[config.mk]
export PLATFORM = sky130hd
export DESIGN_NAME = sts_cmp
export DESIGN_NICKNAME = d
export VERILOG_FILES = /design/src/design/sts_pkg.sv /design/src/design/sts_cmp.sv
export SDC_FILE = /design/constraint.sdc
export NUM_CORES = 1
export LEC_CHECK = 0
export BUFFER_PORTS_ARGS = -buffer_cell sky130_fd_sc_hd__buf_2
export CAP_MARGIN = 20
export CORE_MARGIN = 4
export CORE_UTILIZATION = 40
export DETAILED_ROUTE_END_ITERATION = 8
export PLACE_DENSITY_LB_ADDON = 0.2
export SLEW_MARGIN = 20
export SYNTH_ARGS = -nofsm -noshare
export SYNTH_HDL_FRONTEND = slang
export SYNTH_SLANG_ARGS = --single-unit
[constraint.sdc]
create_clock -name vclk -period 4.7
set_clock_uncertainty 0.05 [all_clocks]
set_input_delay 1.175 -clock vclk [all_inputs]
set_output_delay 1.175 -clock vclk [all_outputs]
set_load 0.05 [all_outputs]
[src/design/sts_pkg.sv]
// Shared types, constants and codes for the sorted tuple set.
`default_nettype none
package sts_pkg;

   localparam int CAPACITY   = 64;
   localparam int DIMS       = 4;
   localparam int COORD_BITS = 16;

   localparam int TUPLE_W  = 64;
   localparam int KEY_BITS = DIMS * COORD_BITS;
   localparam int ADDR_W   = $clog2(CAPACITY);
   localparam int CNT_W    = $clog2(CAPACITY + 1);

   localparam logic [TUPLE_W-1:0] KEY_MASK =
      (KEY_BITS >= TUPLE_W) ? {TUPLE_W{1'b1}}
                            : ((TUPLE_W'(1) << KEY_BITS) - TUPLE_W'(1));

   localparam logic [CNT_W-1:0] CAP_COUNT = CNT_W'(CAPACITY);

   typedef enum logic [1:0] {
      FUNC_LOOKUP = 2'd0,
      FUNC_INSERT = 2'd1,
      FUNC_READ   = 2'd2,
      FUNC_CLEAR  = 2'd3
   } func_type;

   typedef enum logic [1:0] {
      STATUS_OK    = 2'd0,
      STATUS_FULL  = 2'd1,
      STATUS_RANGE = 2'd2
   } status_type;

   typedef enum logic [3:0] {
      ST_IDLE,
      ST_SEARCH,
      ST_SEARCH_CMP,
      ST_SHIFT_RD,
      ST_SHIFT_WR,
      ST_PLACE,
      ST_READ_RD,
      ST_READ_WAIT,
      ST_RESP
   } state_type;

   typedef struct packed {
      logic lt;
      logic eq;
   } cmp_result_type;

endpackage
`default_nettype wire

[src/design/sts_cmp.sv]
// Shared unsigned magnitude comparator of a stored entry against the search key.
`default_nettype none
module sts_cmp (
   input  wire logic [sts_pkg::TUPLE_W-1:0] entry,
   input  wire logic [sts_pkg::TUPLE_W-1:0] key,
   output sts_pkg::cmp_result_type          result
);

   always_comb begin
      result.lt = entry < key;
      result.eq = entry == key;
   end

endmodule
`default_nettype wire

==> run metrics, run 1 <==
syn_nets=425; WHS=2.99 ns; Final min period=4.12 ns; post-synthesis adder-cell area fraction=47.4%; share of the synthesized area in the top cell type=47.4%; Die ar.=5330 um^2; RSZ-0062 raised after global routing=false; crit path cell chain=buf_2, ha_1, a21o_1, a21o_1, a221oi_1, o22ai_1, nor4_2, buf_2; Slew Viols, Final=0; Max Freq=243 MHz; Hold/Removal Path Class=input pin to output port; period utilisation layout=87.6%; largest family of logic cells by synthesized area=adder cells; GR Overflow Total=0; largest net degree at the start of global routing=5; pwr/cell area=76.8 nW/um^2; post-CTS sizing=0; Area Overhead vs Synth=42.2%; Port Buffer Count=130; DP Wirelength=4180 um; post-synthesis xor/xnor area fraction=0%; Cell Area, Placed=2400 um^2; initial antenna violation count=0; I/O pin cnt=130; mux contribution to synthesized area=0%; row count=23; mapped cell area=1690 um^2; Post-Synth Simple-Gate Area=18.9%; DR DRC count=0; GPL Wtd Cong=0.790; post-route ant nets=0; synth unique cells=33; Avg WL per Cell=10.3 um; maxcap violations=0; crit-path leading delay family=compound AO/OA/AOI/OAI gates; first-pass GRT wire length=6770 um; worst endpoint required time=3.47 ns; most frequent cells after synthesis=inv_1, ha_1, a21oi_1; final-report setup violation count=0; CP Launch Type=input pin; worst setup margin=0.583 ns; Post-Route WL=4250 um; Avg Cell Area, Syn=7.25 um^2; area leader, netlist=ha_1; number of global-route vias before repair=1822; vias=1999; nets@finish=557; Initial Util=41.9%; CP bufs+invs=2; critical path capture point type=output port; Core Box Area=4030 um^2; register area=0 um^2; DRT Pass-1 Iters=4; Vert. Die Dim=73.0 um; Compound-Gate Fraction of Synth Area=19.0%; most numerous cell in the Yosys netlist=inv_1; Clock buffer cells=0; Worst slew margin=78.6%; post-synthesis sequential area ratio=0%; Finished Core Util=59.6%; Total GRT Usage=14.7%; layout cells sized above 1=38.3%; CP peak stage delay=0.31 ns; Post-Layout Inst Area=2400 um^2; cts hold-fix bufs=0; setup repair bufs after CTS=0; Syn Inst Count=233; peak supply drop=0.0365 mV; Worst Path Arrival=2.89 ns; WS Path Type=input pin to output port; CP Max Fanout=2; Die Wd=73.0 um; Critical Path Slowest Stage Cell=a221oi_1; setup_tns=0 ns; DP Worst Slack=0.567 ns; Worst-Margin Slew=0.319 ns; endpoints failing hold=0; antenna cells=0; leading post-synthesis cells by cell area=ha_1, inv_1, a21oi_1; status=completed; Initial DRC Count=37; post-DR vias/cell=4.84; Pleak=1.55 nW; Synthesis Warnings=0; final sequential cell count=0
-- final timing paths --
kind | from | endpoint | slack, ns | cells after the start
worst min-delay path | entry[15] | result[1] | 2.99 | 6
worst max-delay path | entry[57] | result[1] | 0.58 | 8
-- cells in the final DEF, fill, tap and decap left out, types with 2 or more instances in the layout --
master	count
a21o_1	2
a21oi_1	23
a221oi_1	3
a31oi_1	2
buf_2	130
ha_1	64
inv_1	66
nand2_1	15
nand3_1	5
nand4_1	14
nand4_2	2
nor2_1	5
nor3_1	3
nor4_2	2
o21ai_0	8
-- cell families (layout without fill, tap and decap cells) --
kind of cell    count (synthesis)  after routing
simple gates                   54             54
compound gates                 49             49
buf+inv                        66            196
fa+ha+maj                      64             64
-- layout make-up --
class / instances / area (um^2)
Fill cell: 415 / 1630
Timing Repair Buffer: 130 / 651
Tap cell: 50 / 62.6
Multi-Input combinational cell: 167 / 1440
Inverter: 66 / 248
-- tightest hold or removal path, cell delays in order --
cell and delay, ns:
buf_2 0.08, ha_1 0.13, a21oi_1 0.04, a31oi_1 0.16, nor4_2 0.07, buf_2 0.21
-- report_power, final --
group	total (W)	internal (W)	switching, W	leakage (nW)
sequential	0	0	0	0
combinational	0.000185	0.0000965	0.0000881	1.55
clock	0	0	0	0
total	0.000185	0.0000965	0.0000881	1.55
-- layer usage --
layer	vias to the layer above	global-route usage (%)	share of wire (%)
met4	0	0.410	0
li1	1082	-	-
met5	-	0	0
met3	0	1.65	9.5
met2	66	29.0	51
met1	851	17.7	40
-- metrics by stage --
stage          power (W)  instances
3_3_place_gp    0.000183        413
2_1_floorplan   0.000110        233
5_1_grt         0.000216        413
3_5_place_dp    0.000187        413
4_1_cts         0.000188        413
6_report        0.000185        413
(Power assumes the default switching activity.)
==> run 2, diff against run 1 <==
- ABC_AREA: default -> 1
==> run metrics, run 2 <==
final-report setup violation count=0 (unchanged); DP Wirelength=4200 um (+0.43%); Worst-Margin Slew=0.264 ns (-0.0549 ns); Critical Path Slowest Stage Cell=ha_1; CP Max Fanout=2 (unchanged); Finished Core Util=59.6% (about the same); DR DRC count=0 (unchanged); Max Freq=263 MHz (+8.3%); Syn Inst Count=278 (+19%); RSZ-0062 raised after global routing=false; nets@finish=602 (+8.1%); largest family of logic cells by synthesized area=adder cells; WS Path Type=input pin to output port; mux contribution to synthesized area=0% (unchanged); cts hold-fix bufs=0 (unchanged); Initial Util=42.1% (+0.21 points); Clock buffer cells=0 (unchanged); DP Worst Slack=0.888 ns (+0.321 ns); Post-Synth Simple-Gate Area=24.9% (+6.0 points); area leader, netlist=ha_1; register area=0 um^2 (unchanged); Avg Cell Area, Syn=6.19 um^2 (-15%); crit-path leading delay family=compound AO/OA/AOI/OAI gates; mapped cell area=1720 um^2 (+1.9%); Initial DRC Count=20 (-46%); CP peak stage delay=0.30 ns (about the same); maxcap violations=0 (unchanged); post-synthesis sequential area ratio=0% (unchanged); pwr/cell area=75.0 nW/um^2 (-2.4%); Worst slew margin=82.3% (+3.7 points); HP Start=entry[63]; GPL Wtd Cong=0.818 (+3.5%); Total GRT Usage=15.0% (+0.30 points); Slew Viols, Final=0 (unchanged); Die Wd=73.6 um (+0.85%); Hold/Removal Path Class=input pin to output port; post-DR vias/cell=4.49 (-7.3%); I/O pin cnt=130 (unchanged); Compound-Gate Fraction of Synth Area=11.8% (-7.3 points); crit path cell chain=buf_2, ha_1, a21oi_1, nor2_1, nor2_1, nand3_1, a21oi_1, nand2_1, a21oi_1, buf_2; Cell Area, Placed=2430 um^2 (+1.4%); DRT Pass-1 Iters=4 (unchanged); Post-Route WL=4260 um (+0.31%); Port Buffer Count=130 (unchanged); Power Total=0.000183 W (-1.1%); Post-Layout Inst Area=2430 um^2 (+1.4%); peak supply drop=0.0475 mV (+30%); CP Launch Type=input pin; post-CTS sizing=0 (unchanged); Area Overhead vs Synth=41.4%; Synthesis Warnings=0 (unchanged); endpoints failing hold=0 (unchanged); status=completed; initial antenna violation count=0 (unchanged); worst setup margin=0.900 ns (+0.317 ns); Avg WL per Cell=9.30 um (-9.5%); share of the synthesized area in the top cell type=46.5% (-0.90 points); most frequent cells after synthesis=inv_1, nand2_1, ha_1; GR Overflow Total=0 (unchanged); vias=2055 (+2.8%); setup_tns=0 ns (unchanged); Final min period=3.80 ns (-0.317 ns); post-synthesis adder-cell area fraction=46.5% (-0.90 points); syn_nets=470 (+11%); Worst Path Arrival=2.57 ns (-0.32 ns); synth unique cells=17 (-48%); Vert. Die Dim=73.6 um (+0.85%); commonest non-fill, non-tap cell in the layout=buf_2; number of global-route vias before repair=1912 (+4.9%); post-route ant nets=0 (unchanged); critical path capture point type=output port; Core Box Area=4090 um^2 (+1.4%); CP bufs+invs=2 (unchanged); layout cells sized above 1=33.1% (-5.2 points); row count=23 (unchanged); most frequent cells in the layout=buf_2, inv_1, nand2_1; largest net degree at the start of global routing=4 (-1); Setup crit start=entry[21]; antenna cells=0 (unchanged); cell mode on critical path=a21oi_1; first-pass GRT wire length=6910 um (+2.1%); leading post-synthesis cells by cell area=ha_1, inv_1, nand2_1; final sequential cell count=0 (unchanged); period utilisation layout=80.8% (-6.7 points); worst endpoint required time=3.47 ns (about the same); most numerous cell in the Yosys netlist=inv_1; Die ar.=5420 um^2 (+1.7%); setup repair bufs after CTS=0 (unchanged); post-synthesis xor/xnor area fraction=0% (unchanged); Pleak=1.70 nW (+9.5%)
[run 2: cell types whose count changed after synthesis, moves of 2 or more]
cell / previous run / this run
nand2_2: 0 / 2
o21ai_1: 1 / 4
o21ai_0: 8 / 1
nor2_1: 5 / 17
inv_1: 66 / 77
o21bai_1: 0 / 2
a31oi_1: 2 / 0
nand4_1: 14 / 4
a21oi_1: 23 / 28
nand2_1: 15 / 65
a221oi_1: 3 / 0
nand4_2: 2 / 0
[run 2: kinds of logic (layout without fill, tap and decap cells)]
family,after synthesis,after routing
buf+inv,77,207
compound gates,38,38
fa+ha+maj,64,64
simple gates,99,99
[run 2: metal layers]
metal  vias up  track usage (%)  part of all wire (%)
li1       1144                -                     -
met1       839             16.7                    39
met2        70             29.9                    50
met3         2             3.01                    10
met4         0             1.21                  0.33
met5         -                0                     0
[run 2: metrics by stage]
step | hold slack (ns) | instances
after floorplan | 2.77 | 278
after global placement | 2.93 | 458
final | 2.94 | 458
after CTS | 2.94 | 458
after global routing | 3.00 | 458
after detailed placement | 2.94 | 458
[run 2: path summary, 6_finish.rpt]
kind / end / slack [ns] / cells after the start
worst max-delay path: result[1] / 0.90 / 10
worst min-delay path: result[1] / 2.94 / 8
[run 2: layout make-up]
type	instances	area, um^2
Tap cell	50	62.6
Multi-Input combinational cell	201	1430
Timing Repair Buffer	130	651
Inverter	77	289
Fill cell	409	1650
[run 2: report_power, final]
group	total, W	switching (W)	internal [W]
logic	0.000183	0.0000902	0.0000924
clock network	0	0	0
registers	0	0	0
total	0.000183	0.0000902	0.0000924
