--- config.mk ---
export PLATFORM = sky130hd
export DESIGN_NAME = sts_seq
export DESIGN_NICKNAME = d
export VERILOG_FILES = /design/src/design/sts_pkg.sv /design/src/design/sts_seq.sv
export SDC_FILE = /design/constraint.sdc
export NUM_CORES = 1
export LEC_CHECK = 0
export ABC_AREA = 1
export BUFFER_PORTS_ARGS = -buffer_cell sky130_fd_sc_hd__buf_2
export CAP_MARGIN = 20
export CORE_UTILIZATION = 40
export CTS_CLUSTER_DIAMETER = 200
export DETAILED_ROUTE_END_ITERATION = 10
export GPL_TIMING_DRIVEN = 0
export PLACE_DENSITY_LB_ADDON = 0.1
export SLEW_MARGIN = 20
export SYNTH_ARGS = -nofsm -noshare
export SYNTH_HDL_FRONTEND = slang
export SYNTH_SLANG_ARGS = --single-unit
--- constraint.sdc ---
create_clock -name clock -period 3.85 [get_ports clock]
set_input_delay 0.77 -clock clock [delete_from_list [all_inputs] [get_ports clock]]
set_output_delay 0.77 -clock clock [all_outputs]
set_load 0.01 [all_outputs]
--- src/design/sts_pkg.sv ---
// Shared types, constants and codes for the sorted tuple set.
`default_nettype none
package sts_pkg;

   localparam int CAPACITY   = 64;
   localparam int DIMS       = 4;
   localparam int COORD_BITS = 16;

   localparam int TUPLE_W  = 64;
   localparam int KEY_BITS = DIMS * COORD_BITS;
   localparam int ADDR_W   = $clog2(CAPACITY);
   localparam int CNT_W    = $clog2(CAPACITY + 1);

   localparam logic [TUPLE_W-1:0] KEY_MASK =
      (KEY_BITS >= TUPLE_W) ? {TUPLE_W{1'b1}}
                            : ((TUPLE_W'(1) << KEY_BITS) - TUPLE_W'(1));

   localparam logic [CNT_W-1:0] CAP_COUNT = CNT_W'(CAPACITY);

   typedef enum logic [1:0] {
      FUNC_LOOKUP = 2'd0,
      FUNC_INSERT = 2'd1,
      FUNC_READ   = 2'd2,
      FUNC_CLEAR  = 2'd3
   } func_type;

   typedef enum logic [1:0] {
      STATUS_OK    = 2'd0,
      STATUS_FULL  = 2'd1,
      STATUS_RANGE = 2'd2
   } status_type;

   typedef enum logic [3:0] {
      ST_IDLE,
      ST_SEARCH,
      ST_SEARCH_CMP,
      ST_SHIFT_RD,
      ST_SHIFT_WR,
      ST_PLACE,
      ST_READ_RD,
      ST_READ_WAIT,
      ST_RESP
   } state_type;

   typedef struct packed {
      logic lt;
      logic eq;
   } cmp_result_type;

endpackage
`default_nettype wire

--- src/design/sts_seq.sv ---
// Sequencer for search, shift, place, read and clear, with result registers.
`default_nettype none
module sts_seq (
   input  wire logic                          clock,
   input  wire logic                          reset,
   input  wire logic                          req_valid,
   output logic                               req_ready,
   input  wire logic [1:0]                    req_func,
   input  wire logic [sts_pkg::TUPLE_W-1:0]   req_index_tuple,
   input  wire logic [sts_pkg::ADDR_W-1:0]    req_position,
   output logic                               rsp_valid,
   input  wire logic                          rsp_ready,
   output logic                               rsp_found,
   output logic      [sts_pkg::ADDR_W-1:0]    rsp_slot,
   output logic      [sts_pkg::TUPLE_W-1:0]   rsp_entry_tuple,
   output logic      [sts_pkg::CNT_W-1:0]     rsp_entry_count,
   output logic      [1:0]                    rsp_status,
   output logic                               ram_wr_en,
   output logic      [sts_pkg::ADDR_W-1:0]    ram_wr_addr,
   output logic      [sts_pkg::TUPLE_W-1:0]   ram_wr_data,
   output logic                               ram_rd_en,
   output logic      [sts_pkg::ADDR_W-1:0]    ram_rd_addr,
   input  wire logic [sts_pkg::TUPLE_W-1:0]   ram_rd_data,
   output logic      [sts_pkg::TUPLE_W-1:0]   cmp_key,
   input  wire sts_pkg::cmp_result_type       cmp_result
);

   sts_pkg::state_type            state_ff, state_in;
   sts_pkg::func_type             func_ff, func_in;
   sts_pkg::status_type           status_ff, status_in;
   logic [sts_pkg::TUPLE_W-1:0]   key_ff, key_in;
   logic [sts_pkg::ADDR_W-1:0]    pos_ff, pos_in;
   logic [sts_pkg::CNT_W-1:0]     lo_ff, lo_in;
   logic [sts_pkg::CNT_W-1:0]     hi_ff, hi_in;
   logic [sts_pkg::CNT_W-1:0]     idx_ff, idx_in;
   logic [sts_pkg::CNT_W-1:0]     count_ff, count_in;
   logic                          found_ff, found_in;
   logic [sts_pkg::ADDR_W-1:0]    slot_ff, slot_in;
   logic [sts_pkg::TUPLE_W-1:0]   entry_ff, entry_in;
   logic [sts_pkg::CNT_W-1:0]     mid;
   logic [sts_pkg::CNT_W-1:0]     idx_dec;

   assign mid     = lo_ff + ((hi_ff - lo_ff) >> 1);
   assign idx_dec = idx_ff - sts_pkg::CNT_W'(1);
   assign cmp_key = key_ff;

   always_ff @(posedge clock) begin
      if (reset) begin
         state_ff <= sts_pkg::ST_IDLE;
         count_ff <= '0;
      end else begin
         state_ff <= state_in;
         count_ff <= count_in;
      end
      func_ff   <= func_in;
      status_ff <= status_in;
      key_ff    <= key_in;
      pos_ff    <= pos_in;
      lo_ff     <= lo_in;
      hi_ff     <= hi_in;
      idx_ff    <= idx_in;
      found_ff  <= found_in;
      slot_ff   <= slot_in;
      entry_ff  <= entry_in;
   end

   always_comb begin
      state_in    = state_ff;
      func_in     = func_ff;
      status_in   = status_ff;
      key_in      = key_ff;
      pos_in      = pos_ff;
      lo_in       = lo_ff;
      hi_in       = hi_ff;
      idx_in      = idx_ff;
      count_in    = count_ff;
      found_in    = found_ff;
      slot_in     = slot_ff;
      entry_in    = entry_ff;
      req_ready   = 1'b0;
      rsp_valid   = 1'b0;
      ram_wr_en   = 1'b0;
      ram_wr_addr = idx_ff[sts_pkg::ADDR_W-1:0];
      ram_wr_data = ram_rd_data;
      ram_rd_en   = 1'b0;
      ram_rd_addr = mid[sts_pkg::ADDR_W-1:0];

      case (state_ff)
         sts_pkg::ST_IDLE: begin
            req_ready = 1'b1;
            if (req_valid) begin
               func_in   = sts_pkg::func_type'(req_func);
               key_in    = req_index_tuple & sts_pkg::KEY_MASK;
               pos_in    = req_position;
               lo_in     = '0;
               hi_in     = count_ff;
               found_in  = 1'b0;
               slot_in   = '0;
               entry_in  = '0;
               status_in = sts_pkg::STATUS_OK;
               case (sts_pkg::func_type'(req_func))
                  sts_pkg::FUNC_LOOKUP,
                  sts_pkg::FUNC_INSERT: state_in = sts_pkg::ST_SEARCH;
                  sts_pkg::FUNC_READ:   state_in = sts_pkg::ST_READ_RD;
                  default: begin
                     count_in = '0;
                     state_in = sts_pkg::ST_RESP;
                  end
               endcase
            end
         end
         sts_pkg::ST_SEARCH: begin
            if (lo_ff < hi_ff) begin
               ram_rd_en = 1'b1;
               state_in  = sts_pkg::ST_SEARCH_CMP;
            end else if (found_ff) begin
               slot_in  = lo_ff[sts_pkg::ADDR_W-1:0];
               state_in = sts_pkg::ST_RESP;
            end else if (func_ff == sts_pkg::FUNC_LOOKUP) begin
               state_in = sts_pkg::ST_RESP;
            end else if (count_ff >= sts_pkg::CAP_COUNT) begin
               status_in = sts_pkg::STATUS_FULL;
               state_in  = sts_pkg::ST_RESP;
            end else begin
               idx_in = count_ff;
               if (count_ff > lo_ff) begin
                  state_in = sts_pkg::ST_SHIFT_RD;
               end else begin
                  state_in = sts_pkg::ST_PLACE;
               end
            end
         end
         sts_pkg::ST_SEARCH_CMP: begin
            if (cmp_result.lt) begin
               lo_in = mid + sts_pkg::CNT_W'(1);
            end else begin
               hi_in = mid;
            end
            if (cmp_result.eq) begin
               found_in = 1'b1;
            end
            state_in = sts_pkg::ST_SEARCH;
         end
         sts_pkg::ST_SHIFT_RD: begin
            ram_rd_en   = 1'b1;
            ram_rd_addr = idx_dec[sts_pkg::ADDR_W-1:0];
            state_in    = sts_pkg::ST_SHIFT_WR;
         end
         sts_pkg::ST_SHIFT_WR: begin
            ram_wr_en = 1'b1;
            idx_in    = idx_dec;
            if (idx_dec > lo_ff) begin
               state_in = sts_pkg::ST_SHIFT_RD;
            end else begin
               state_in = sts_pkg::ST_PLACE;
            end
         end
         sts_pkg::ST_PLACE: begin
            ram_wr_en   = 1'b1;
            ram_wr_addr = lo_ff[sts_pkg::ADDR_W-1:0];
            ram_wr_data = key_ff;
            count_in    = count_ff + sts_pkg::CNT_W'(1);
            slot_in     = lo_ff[sts_pkg::ADDR_W-1:0];
            state_in    = sts_pkg::ST_RESP;
         end
         sts_pkg::ST_READ_RD: begin
            if (sts_pkg::CNT_W'(pos_ff) < count_ff) begin
               ram_rd_en   = 1'b1;
               ram_rd_addr = pos_ff;
               state_in    = sts_pkg::ST_READ_WAIT;
            end else begin
               status_in = sts_pkg::STATUS_RANGE;
               state_in  = sts_pkg::ST_RESP;
            end
         end
         sts_pkg::ST_READ_WAIT: begin
            entry_in = ram_rd_data;
            state_in = sts_pkg::ST_RESP;
         end
         sts_pkg::ST_RESP: begin
            rsp_valid = 1'b1;
            if (rsp_ready) begin
               state_in = sts_pkg::ST_IDLE;
            end
         end
         default: begin
            state_in = sts_pkg::ST_IDLE;
         end
      endcase
   end

   assign rsp_found       = found_ff;
   assign rsp_slot        = slot_ff;
   assign rsp_entry_tuple = entry_ff;
   assign rsp_entry_count = count_ff;
   assign rsp_status      = status_ff;

endmodule
`default_nettype wire

==> Implementation_results.wiki, run 1 <==
{| class="wikitable"
! Metric !! Value
|-
| Status || finished clean
|-
| DRT Pass-1 Iters || 5
|-
| Worst min path class || primary input to flip-flop
|-
| Vias || 7420
|-
| Element type at the critical path end || output port
|-
| Max-capacitance violation count || 0
|-
| Cell chosen for the clock root || clkbuf_16
|-
| Htree depth || 4
|-
| Commonest cells after routing, fill and taps aside || 376 x buf_2, 194 x nand2_1, 166 x edfxtp_1
|-
| Arithmetic-cell share of the synthesized area counting full adders, half adders and majority gates || 0.0569
|-
| Sequential cell area || 5200 um2
|-
| Dominant register cell in the synthesized netlist || edfxtp_1
|-
| Area post-placement || about 11000 um2
|-
| Critical path class || flip-flop to output port
|-
| Initial antenna violation count || 0
|-
| Final-layout worst hold slack || 0.508 ns
|-
| Total die area || 22200 um2
|-
| Placeable core area || 21100 um2
|-
| Actual transition at the worst max-transition pin || 0.792 ns
|-
| Die W || approximately 150 um
|-
| Final weighted congestion in routability-driven placement || 0.894
|-
| Most common cell after layout, fill and taps aside || buf_2
|-
| WL/cell || ~17 um
|-
| Post-detailed-route count of antenna-violating nets || 0
|-
| Count of clock tree sinks || around 180
|-
| Syn. warnings || 0
|-
| Ports || 366
|-
| Clock input transition at the sequential cells of the worst setup and hold paths || 0.08 ns
|-
| Area grow syn2layout || 35.1%
|-
| Share of synthesized area occupied by flip-flops and latches || 0.603
|-
| Count of mapped cells out of synthesis || 874
|-
| Residual DRC count || 0
|-
| Post-placement cell count || 1515
|-
| ANT cells || 0
|-
| Critical path launch point type || flip-flop
|-
| Total power density per cell area || 996 nW/um2
|-
| Half-perimeter wire length after placement || 20700 um
|-
| Area fraction in compound gates after synthesis || 0.0714
|-
| Worst path arrival time || 3.02 ns
|-
| Yosys reg bits || 177
|-
| Final hold viol count || 0
|-
| Post-Route Skew || 0.00941 ns
|-
| Cell type group with the largest total delay on the critical path || adder cells
|-
| Worst EP required || 3.08 ns
|-
| Total nets after synthesis || 1054
|-
| Vias/cell || 4.76
|-
| Synth cell types || 41
|-
| Main combinational cell family by area after synthesis || simple AND/OR/NAND/NOR gates
|-
| Syn_area_per_cell || 9.87 um2
|-
| Xor and xnor fraction of the mapped netlist area || 0.0170
|-
| Highest cell delay on the worst timing path || 0.59 ns
|-
| Final instance count without filler cells || 1558
|-
| Post-route worst setup slack || 0.0608 ns
|-
| Drt first-iter violations || 405
|-
| Shortest period the worst path allows || between 3 and 4 ns
|-
| Critical Path Slowest Stage Cell || fa_2
|-
| Final core utilization || 0.553
|-
| Max Fclk || 264 MHz
|-
| Footprint of the multi-input gates || about 2900 um2
|-
| Port buffer count || between 300 and 400
|-
| Simple-gate share of the synthesized area || 0.176
|-
| Total track usage || 0.238
|-
| Die Y-Extent || 149 um
|-
| Global-route wire length before repair || 38700 um
|-
| Buf+Inv Stages, Crit Path || 5
|-
| Net count of the finished layout || 1450
|-
| Effective utilization at floorplan || 0.409
|-
| Number of buffers between clock root and the deepest sink || 2
|-
| Layout Cell Area excl Fill || approximately 12000 um2
|-
| Peak fanout along the critical path || 3
|-
| Max-slew violation count || 0
|-
| Static power due to leakage || 5.53 nW
|-
| Fill cell instance count of the final layout || just under 2k
|-
| Peak supply drop || roughly 690 uV
|-
| Clock latency on the worst-skew pair || roughly 0.43 ns
|-
| Final critical-path share of the clock period || 0.984
|-
| Via count of the first global-routing pass || 7036
|-
| CP cell instances || inv_2 -> ha_4 -> inv_2 -> fa_2 -> ha_4 -> inv_1 -> fa_2 -> inv_2 -> nand3_1 -> nand2_2 -> xnor2_4 -> o31ai_2 -> buf_2
|-
| Placement Rows || 53
|-
| Num CTS Buffers || 17
|-
| Setup violations, final || 0
|-
| Share of synthesized registers carrying an async set or reset || 0
|-
| Overflow after GRT || 0
|-
| Number of enable-type register cells in the synthesized netlist || 166
|-
| Multiplexer area fraction after synthesis || 0
|-
| Post-synthesis instance area || approximately 8600 um2
|-
| Aggregate routed wire length || roughly 27000 um
|-
| Clock tree from TritonCTS || yes
|-
| Setup slack after placement || about 0.085 ns
|-
| Setup repair after global routing missed its margin || true
|-
| Most used cell along the critical path || inv_2
|-
| Worst-case headroom to the max-slew limit || 0.471
|-
| Fraction of layout cells with a size suffix above 1 || 0.379
|-
| Pin count of the biggest net entering global routing || between 50 and 60
|}
cell families after synthesis:
kind of cell / after synthesis
and+or+nand+nor: 364
DFF: 177
buffers and inverters: 161
AOI/OAI and AO/OA: 119
adders and majority gates: 38
xor gates and xnor gates: 15
worst paths after layout:
path	startpoint	endpoint	slack (ns)	depth (start not counted)
setup reg to reg	lo_ff[0]	lo_ff[6]	0.74	15
hold / removal	req_index_tuple[9]	cmp_key[9]	0.51	1
setup / recovery	hi_ff[0]	ram_rd_addr[4]	0.06	13
hold reg to reg	state_ff[3]	state_ff[2]	0.56	3
synthesized netlist by cell type, types with 2 or more instances:
master,count,area share
o21ai_0,86,0.050
or2_2,2,0.0015
edfxtp_1,166,0.58
inv_2,6,0.0026
inv_1,128,0.056
clkbuf_1,5,0.0022
xor2_1,10,0.010
dfxtp_1,11,0.026
buf_4,7,0.0061
ha_1,36,0.052
nand3_1,29,0.017
buf_2,13,0.0075
nand2_2,4,0.0029
fa_1,2,0.0046
nor3_1,6,0.0035
nor2_2,4,0.0029
nor3_4,2,0.0038
a21oi_1,23,0.013
xnor2_1,3,0.0030
nor2_1,104,0.045
nand2_1,199,0.087
nand4_1,9,0.0065
registers in the layout (all words and copies together), names as in the netlist:
register         count
func_ff              2
hi_ff                7
rsp_status           2
cmp_key             64
rsp_slot             6
rsp_entry_tuple     64
idx_ff               7
pos_ff               6
rsp_entry_count      7
state_ff             4
rsp_found            1
lo_ff                7
through the flow:
step           TNS (ns)  total power (W)
3_5_place_dp          0          0.00896
4_1_cts               0           0.0111
5_1_grt          -0.106           0.0124
2_1_floorplan         0          0.00683
6_report              0           0.0116
3_3_place_gp     -0.458          0.00891
layer usage:
| metal | up-vias | GRT usage | wire length (um) |
|---|---|---|---|
| li1 | 3665 | - | - |
| met1 | 3358 | 0.290 | 11000 |
| met2 | 355 | 0.406 | 12900 |
| met3 | 42 | 0.0560 | 2070 |
| met4 | 0 | 0.0934 | 690 |
| met5 | - | 0 | 0 |
worst register-to-register path, cell delays in order (launching register included):
cell	delay, ns
edfxtp_1	0.45
ha_4	0.19
inv_2	0.07
fa_2	0.45
ha_4	0.19
inv_1	0.07
fa_2	0.46
inv_1	0.13
ha_1	0.19
inv_1	0.05
nor2_1	0.18
nand2_1	0.12
nor2_1	0.14
nand3_1	0.09
nand2_1	0.07
inv_1	0.03
final cells by class:
class	instances	area share
tap	275	0.0295
multi-input combinational	536	0.251
timing repair buffer	377	0.169
clock inverter	15	0.0118
clock buffer	17	0.0365
sequential	177	0.447
inverter	135	0.0441
buffer	26	0.0120
power breakdown:
| group | leakage, nW | internal [W] | switching, W |
|---|---|---|---|
| sequential | 1.71 | 0.00309 | 0.000304 |
| combinational | 3.55 | 0.00251 | 0.00402 |
| clock | 0.270 | 0.000858 | 0.000821 |
what timing repair did:
| action | CTS | global route |
|---|---|---|
| resized for setup | 13 | 25 |
| pin swaps | 3 | 14 |
| buffers inserted | 4 | 7 |
| setup endpoints to repair | 3 | 4 |
| hold buffers | 0 | 0 |
Note: power is estimated with default switching activity, not from simulation.
==> run 2: changes to the inputs <==
CORE_ASPECT_RATIO = 2   (was unset)
==> Implementation_results.wiki, run 2 (same netlist as run 1, synthesis figures left out) <==
{| class="wikitable"
! Metric !! Value
|-
| Status || finished clean (unchanged)
|-
| Half-perimeter wire length after placement || 24500 um (was 20700 um)
|-
| Pin count of the biggest net entering global routing || 38 (was 54)
|-
| Count of clock tree sinks || 177 (unchanged)
|-
| Count of cells along the worst register-to-register path || 15 (unchanged)
|-
| Worst Hold Path Cells || 1 (unchanged)
|-
| Post-Route Skew || 0.0103 ns (was 0.00941 ns)
|-
| Commonest cells after routing, fill and taps aside || 377 x buf_2, 194 x nand2_1, 166 x edfxtp_1 (was 376 x buf_2, 194 x nand2_1, 166 x edfxtp_1)
|-
| Overflow after GRT || 0 (unchanged)
|-
| Shortest period the worst path allows || 3.73 ns (was 3.79 ns)
|-
| Net count of the finished layout || 1453 (was 1450)
|-
| Most common cell after layout, fill and taps aside || buf_2 (unchanged)
|-
| Number of buffers between clock root and the deepest sink || 2 (unchanged)
|-
| Max-slew violation count || 0 (unchanged)
|-
| Clock tree from TritonCTS || yes (unchanged)
|-
| Num CTS Buffers || 17 (unchanged)
|-
| Total die area || 22200 um2 (about the same)
|-
| Layout Cell Area excl Fill || 11700 um2 (about the same)
|-
| R2r endpoint || lo_ff[6] (unchanged)
|-
| Worst EP required || 3.08 ns (about the same)
|-
| Clock input transition at the sequential cells of the worst setup and hold paths || 0.07 ns (was 0.08 ns)
|-
| WL/cell || 19.7 um (was 17.1 um)
|-
| Peak fanout along the critical path || 3 (unchanged)
|-
| Aggregate routed wire length || 30600 um (was 26600 um)
|-
| Busiest metal layer after global routing || met2 (unchanged)
|-
| Setup violations, final || 0 (unchanged)
|-
| Placement Rows || 75 (was 53)
|-
| Worst reg-to-reg setup slack || 0.72 ns (was 0.74 ns)
|-
| Element type at the critical path end || output port (unchanged)
|-
| Final weighted congestion in routability-driven placement || 0.902 (was 0.894)
|-
| Hold endpoint || cmp_key[7] (was cmp_key[9])
|-
| Max Fclk || 268 MHz (was 264 MHz)
|-
| Worst-case headroom to the max-slew limit || 0.530 (was 0.471)
|-
| Total power after layout || 0.0119 W (was 0.0116 W)
|-
| Initial antenna violation count || 2 (was 0)
|-
| Critical path class || flip-flop to output port (unchanged)
|-
| Actual transition at the worst max-transition pin || 0.704 ns (was 0.792 ns)
|-
| Htree depth || 4 (unchanged)
|-
| Post-detailed-route count of antenna-violating nets || 0 (unchanged)
|-
| Effective utilization at floorplan || 0.410 (was 0.409)
|-
| Fill cell instance count of the final layout || 2000 (was 1952)
|-
| Port buffer count || 364 (unchanged)
|-
| Worst Min Path Start || req_index_tuple[7] (was req_index_tuple[9])
|-
| Final hold viol count || 0 (unchanged)
|-
| Setup repair after global routing missed its margin || true (unchanged)
|-
| Global Route met3 Usage || 0.0497 (was 0.0560)
|-
| Peak supply drop || 1050 uV (was 695 uV)
|-
| Count of hold-fix buffers inserted at cts || 0 (unchanged)
|-
| Die Y-Extent || 210 um (was 149 um)
|-
| Worst min path class || primary input to flip-flop (unchanged)
|-
| Drt first-iter violations || 348 (was 405)
|-
| Placeable core area || 21000 um2 (was 21100 um2)
|-
| Fraction of layout cells with a size suffix above 1 || 0.379 (about the same)
|-
| Via count of the first global-routing pass || 7382 (was 7036)
|-
| Global-route wire length before repair || 43600 um (was 38700 um)
|-
| Met1 track utilization from global routing || 0.262 (was 0.290)
|-
| Critical path launch point type || flip-flop (unchanged)
|-
| Cell chosen for the clock root || clkbuf_16 (unchanged)
|-
| Vias || 7690 (was 7420)
|-
| Launch point of the worst reg-to-reg path || lo_ff[0] (unchanged)
|-
| Static power due to leakage || 5.51 nW (was 5.53 nW)
|-
| Total power density per cell area || 1020 nW/um2 (was 996 nW/um2)
|-
| Area grow syn2layout || 35.3% (was 35.1%)
|-
| Area post-placement || 10800 um2 (was 10900 um2)
|-
| Die W || 106 um (was 149 um)
|-
| Residual DRC count || 0 (unchanged)
|-
| Global-route met2 utilization || 0.527 (was 0.406)
|-
| Clock latency on the worst-skew pair || 0.43 ns (about the same)
|-
| Final critical-path share of the clock period || 0.969 (was 0.984)
|-
| Total track usage || 0.272 (was 0.238)
|-
| Worst path arrival time || 2.96 ns (was 3.02 ns)
|-
| Max-capacitance violation count || 0 (unchanged)
|-
| Vias/cell || 4.95 (was 4.76)
|-
| DRT Pass-1 Iters || 5 (unchanged)
|-
| Ports || 366 (unchanged)
|}
-- run 2: changes by cell type in the layout (fill, tap and decap cells not counted), sizes merged --
cell / before / now
clkinvlp: 3 / 6
diode: 0 / 1
clkbuf: 22 / 23
buf: 398 / 401
inv: 144 / 137
clkinv: 3 / 4
-- run 2: critical path, stage by stage (launching register included) --
cell and delay, ns:
edfxtp_1 0.41, ha_2 0.20, inv_2 0.05, fa_2 0.55
ha_4 0.15, inv_1 0.05, fa_2 0.37, inv_2 0.08
nand3_2 0.08, nand2_4 0.10, xnor2_4 0.10, o31ai_2 0.23
buf_2 0.17
-- run 2: cell type report --
class	instances	area (um2)	area share
antenna	1	2.50	0.000214
buffer	26	140	0.0120
clock buffer	18	429	0.0368
clock inverter	12	88.8	0.00761
inverter	135	517	0.0443
multi-input combinational	536	2980	0.256
sequential	177	5200	0.446
tap	269	337	0.0288
timing repair buffer	380	1970	0.169
-- run 2: routing by layer --
metal | wire (um) | vias to the layer above | share of wire
met1 | 10200 | 3617 | 0.33
met2 | 17100 | 326 | 0.56
met4 | 1500 | 2 | 0.049
li1 | - | 3672 | -
met3 | 1720 | 73 | 0.056
met5 | 11 | - | 0.00036
-- run 2: report_power, final --
part	leakage, nW	switching [W]	total [W]	internal, W
combinational	3.57	0.00430	0.00695	0.00264
clock	0.234	0.000743	0.00156	0.000820
sequential	1.71	0.000306	0.00340	0.00310
total	5.51	0.00535	0.0119	0.00656
-- run 2: metrics by stage --
step / TNS, ns / util / cells / worst slack (ns) / hold slack [ns]
4_1_cts: -0.0129 / 0.546 / 1544 / -0.0129 / 0.491
3_3_place_gp: -19.36 / 0.513 / 1507 / -0.255 / 0.546
3_5_place_dp: -0.0379 / 0.516 / 1509 / -0.0379 / 0.548
6_report: 0 / 0.555 / 1554 / 0.118 / 0.515
2_1_floorplan: 0 / - / 874 / 0.585 / 0.521
5_1_grt: -0.0873 / 0.555 / 1554 / -0.0552 / 0.492
-- run 2: what timing repair did --
action                                  4_1_cts  5_1_grt
pin swaps                                     5       13
gates resized for setup                      19       25
setup buffers                                 5        9
cloned                                        0        0
endpoints found under the setup margin        4        4
-- run 2: worst max-delay path by stage --
| stage | end | slack [ns] | startpoint |
|---|---|---|---|
| 6_report | ram_rd_addr[4] | 0.12 | lo_ff[0] |
| 5_1_grt | ram_rd_addr[5] | -0.06 | lo_ff[0] |
| 4_1_cts | ram_rd_addr[2] | -0.01 | lo_ff[0] |
| 3_5_place_dp | ram_rd_addr[5] | -0.04 | lo_ff[0] |
| 3_3_place_gp | rsp_entry_tuple[2] | -0.26 | state_ff[3] |
| 2_1_floorplan | ram_rd_addr[4] | 0.59 | lo_ff[0] |
==> run 3: changes to the inputs <==
PLACE_DENSITY = 0.69   (was unset)
PLACE_DENSITY_LB_ADDON = unset   (was 0.1)
==> Implementation_results.wiki, run 3 (same netlist as run 1, synthesis figures left out) <==
{| class="wikitable"
! Metric !! Value
|-
| Post-placement cell count || 1509 (unchanged)
|-
| Vias || 7744 (was 7690)
|-
| Final weighted congestion in routability-driven placement || 0.951 (was 0.902)
|-
| Max-slew violation count || 0 (unchanged)
|-
| Final-layout worst hold slack || 0.501 ns (was 0.515 ns)
|-
| Actual transition at the worst max-transition pin || 0.663 ns (was 0.704 ns)
|-
| Via count of the first global-routing pass || 7495 (was 7382)
|-
| Max Fclk || 260 MHz (was 268 MHz)
|-
| Num CTS Buffers || 17 (unchanged)
|-
| Drt first-iter violations || 452 (was 348)
|-
| Launch point of the worst reg-to-reg path || hi_ff[0] (was lo_ff[0])
|-
| Max-capacitance violation count || 0 (unchanged)
|-
| Global-route wire length before repair || 42100 um (was 43600 um)
|-
| Final instance count without filler cells || 1563 (was 1554)
|-
| Count of clock tree sinks || 177 (unchanged)
|-
| Violated checks || negative setup slack
|-
| Clock latency on the worst-skew pair || 0.44 ns (was 0.43 ns)
|-
| Worst setup startpoint || hi_ff[0] (was lo_ff[0])
|-
| Overflow after GRT || 0 (unchanged)
|-
| Fraction of layout cells with a size suffix above 1 || 0.385 (was 0.379)
|-
| Die W || 106 um (unchanged)
|-
| Met2 WL post-DR || 15800 um (was 17100 um)
|-
| Post-detailed-route count of antenna-violating nets || 0 (unchanged)
|-
| Post-route worst setup slack || -0.00307 ns (was 0.118 ns)
|-
| Wl on met1 || 9940 um (was 10200 um)
|-
| Critical path launch point type || flip-flop (unchanged)
|-
| Worst min path class || primary input to flip-flop (unchanged)
|-
| Critical path class || flip-flop to output port (unchanged)
|-
| Vias/cell || 4.95 (about the same)
|-
| Pin count of the biggest net entering global routing || 56 (was 38)
|-
| Area grow syn2layout || 37.1% (was 35.3%)
|-
| Number of buffers between clock root and the deepest sink || 2 (unchanged)
|-
| Htree depth || 4 (unchanged)
|-
| Placement Rows || 75 (unchanged)
|-
| Fill cell instance count of the final layout || 1960 (was 2000)
|-
| Total track usage || 0.261 (was 0.272)
|-
| Worst-case headroom to the max-slew limit || 0.557 (was 0.530)
|-
| Initial antenna violation count || 2 (unchanged)
|-
| Port buffer count || 364 (unchanged)
|-
| Worst reg-to-reg setup slack || 0.66 ns (was 0.72 ns)
|-
| Peak supply drop || 1160 uV (was 1050 uV)
|-
| Final critical-path share of the clock period || 1.00 (was 0.969)
|-
| Commonest cells after routing, fill and taps aside || 376 x buf_2, 193 x nand2_1, 166 x edfxtp_1 (was 377 x buf_2, 194 x nand2_1, 166 x edfxtp_1)
|-
| Total die area || 22200 um2 (unchanged)
|-
| Total met3 wirelength after detailed routing || 1750 um (was 1720 um)
|-
| DRT Pass-1 Iters || 5 (unchanged)
|-
| Total power density per cell area || 1030 nW/um2 (was 1020 nW/um2)
|-
| Count of hold-fix buffers inserted at cts || 0 (unchanged)
|-
| Clock tree from TritonCTS || yes (unchanged)
|-
| Worst EP required || 3.08 ns (about the same)
|-
| Placeable core area || 21000 um2 (unchanged)
|-
| Topmost layer with routed signal wires || met5 (unchanged)
|-
| Effective utilization at floorplan || 0.410 (unchanged)
|-
| Element type at the critical path end || output port (unchanged)
|-
| Worst Min Path Start || req_index_tuple[0] (was req_index_tuple[7])
|-
| Setup violations, final || 1 (was 0)
|-
| Peak fanout along the critical path || 4 (was 3)
|-
| Worst path arrival time || 3.08 ns (was 2.96 ns)
|-
| Residual DRC count || 0 (unchanged)
|-
| Status || finished, violations left (was finished clean)
|-
| Ports || 366 (unchanged)
|-
| Setup repair after global routing missed its margin || true (unchanged)
|-
| Post-Route Skew || 0.00884 ns (was 0.0103 ns)
|-
| Half-perimeter wire length after placement || 22900 um (was 24500 um)
|-
| Final hold viol count || 0 (unchanged)
|-
| Cell chosen for the clock root || clkbuf_16 (unchanged)
|-
| WL/cell || 18.6 um (was 19.7 um)
|-
| Setup slack after placement || 0.0406 ns (was -0.0379 ns)
|-
| Die Y-Extent || 210 um (unchanged)
|-
| Clock input transition at the sequential cells of the worst setup and hold paths || 0.07 ns (about the same)
|-
| Most common cell after layout, fill and taps aside || buf_2 (unchanged)
|-
| Shortest period the worst path allows || 3.85 ns (was 3.73 ns)
|-
| Net count of the finished layout || 1460 (was 1453)
|-
| Static power due to leakage || 5.63 nW (was 5.51 nW)
|-
| Aggregate routed wire length || 29100 um (was 30600 um)
|}
run 3: cell types whose count changed in the layout (fill, tap and decap cells not counted), moves of 2 or more:
cell,previous run,this run
inv_1,120,118
clkinvlp_4,6,1
bufinv_16,0,3
buf_4,21,27
buf_6,0,2
inv_2,11,14
xor2_1,6,8
ha_1,29,31
a21oi_2,1,3
inv_8,0,3
xor2_2,3,0
ha_2,3,1
run 3: worst max-delay path, stage by stage (launching register included):
cell      delay [ns]
edfxtp_1        0.38
inv_1           0.08
ha_2            0.17
inv_2           0.05
fa_2            0.40
nand3_2         0.07
nand2_2         0.08
xnor2_2         0.18
inv_2           0.06
ha_4            0.28
nand2_2         0.05
inv_2           0.06
nand4_1         0.12
nand3_2         0.15
xor2_4          0.23
nand2_2         0.09
nand3_2         0.08
buf_6           0.10
run 3: final timing paths:
check,to,depth (start not counted)
max,ram_rd_addr[5],17
min,cmp_key[0],1
max reg2reg,lo_ff[5],20
min reg2reg,state_ff[2],3
run 3: cell type report:
cell class,instances,area (um2),share of cell area
diodes,1,2.50,0.000212
clock inverters,15,201,0.0170
well taps,269,337,0.0285
flip-flops and latches,177,5200,0.440
inverters,135,514,0.0435
clock buffers,17,425,0.0360
plain buffers,26,140,0.0118
multi-input cells,536,2960,0.251
repair buffers,387,2040,0.172
run 3: stage by stage:
stage | area, um2 | util | total power, W | setup TNS [ns]
6_report | 11800 | 0.563 | 0.0122 | -0.00307
2_1_floorplan | 8630 | - | 0.00683 | 0
5_1_grt | 11800 | 0.563 | 0.0129 | -0.143
3_3_place_gp | 10800 | 0.513 | 0.00883 | -19.42
3_5_place_dp | 10800 | 0.516 | 0.00891 | 0
4_1_cts | 11600 | 0.551 | 0.0113 | 0
run 3: power breakdown:
part           internal (W)  switching [W]  total [W]  leakage (nW)
sequential          0.00310       0.000325    0.00342          1.71
clock               0.00104       0.000784    0.00183         0.306
combinational       0.00276        0.00417    0.00693          3.61
run 3: per-layer routing:
metal | GRT usage | up-vias
li1 | - | 3692
met1 | 0.255 | 3631
met2 | 0.487 | 340
met3 | 0.0593 | 79
met4 | 0.157 | 2
met5 | 0 | -
run 3: timing repair:
action / in CTS / in global routing
setup buffers: 6 / 15
pin swaps: 3 / 14
endpoints found under the hold margin: 0 / 0
gates resized for setup: 15 / 29
setup endpoints to repair: 3 / 3
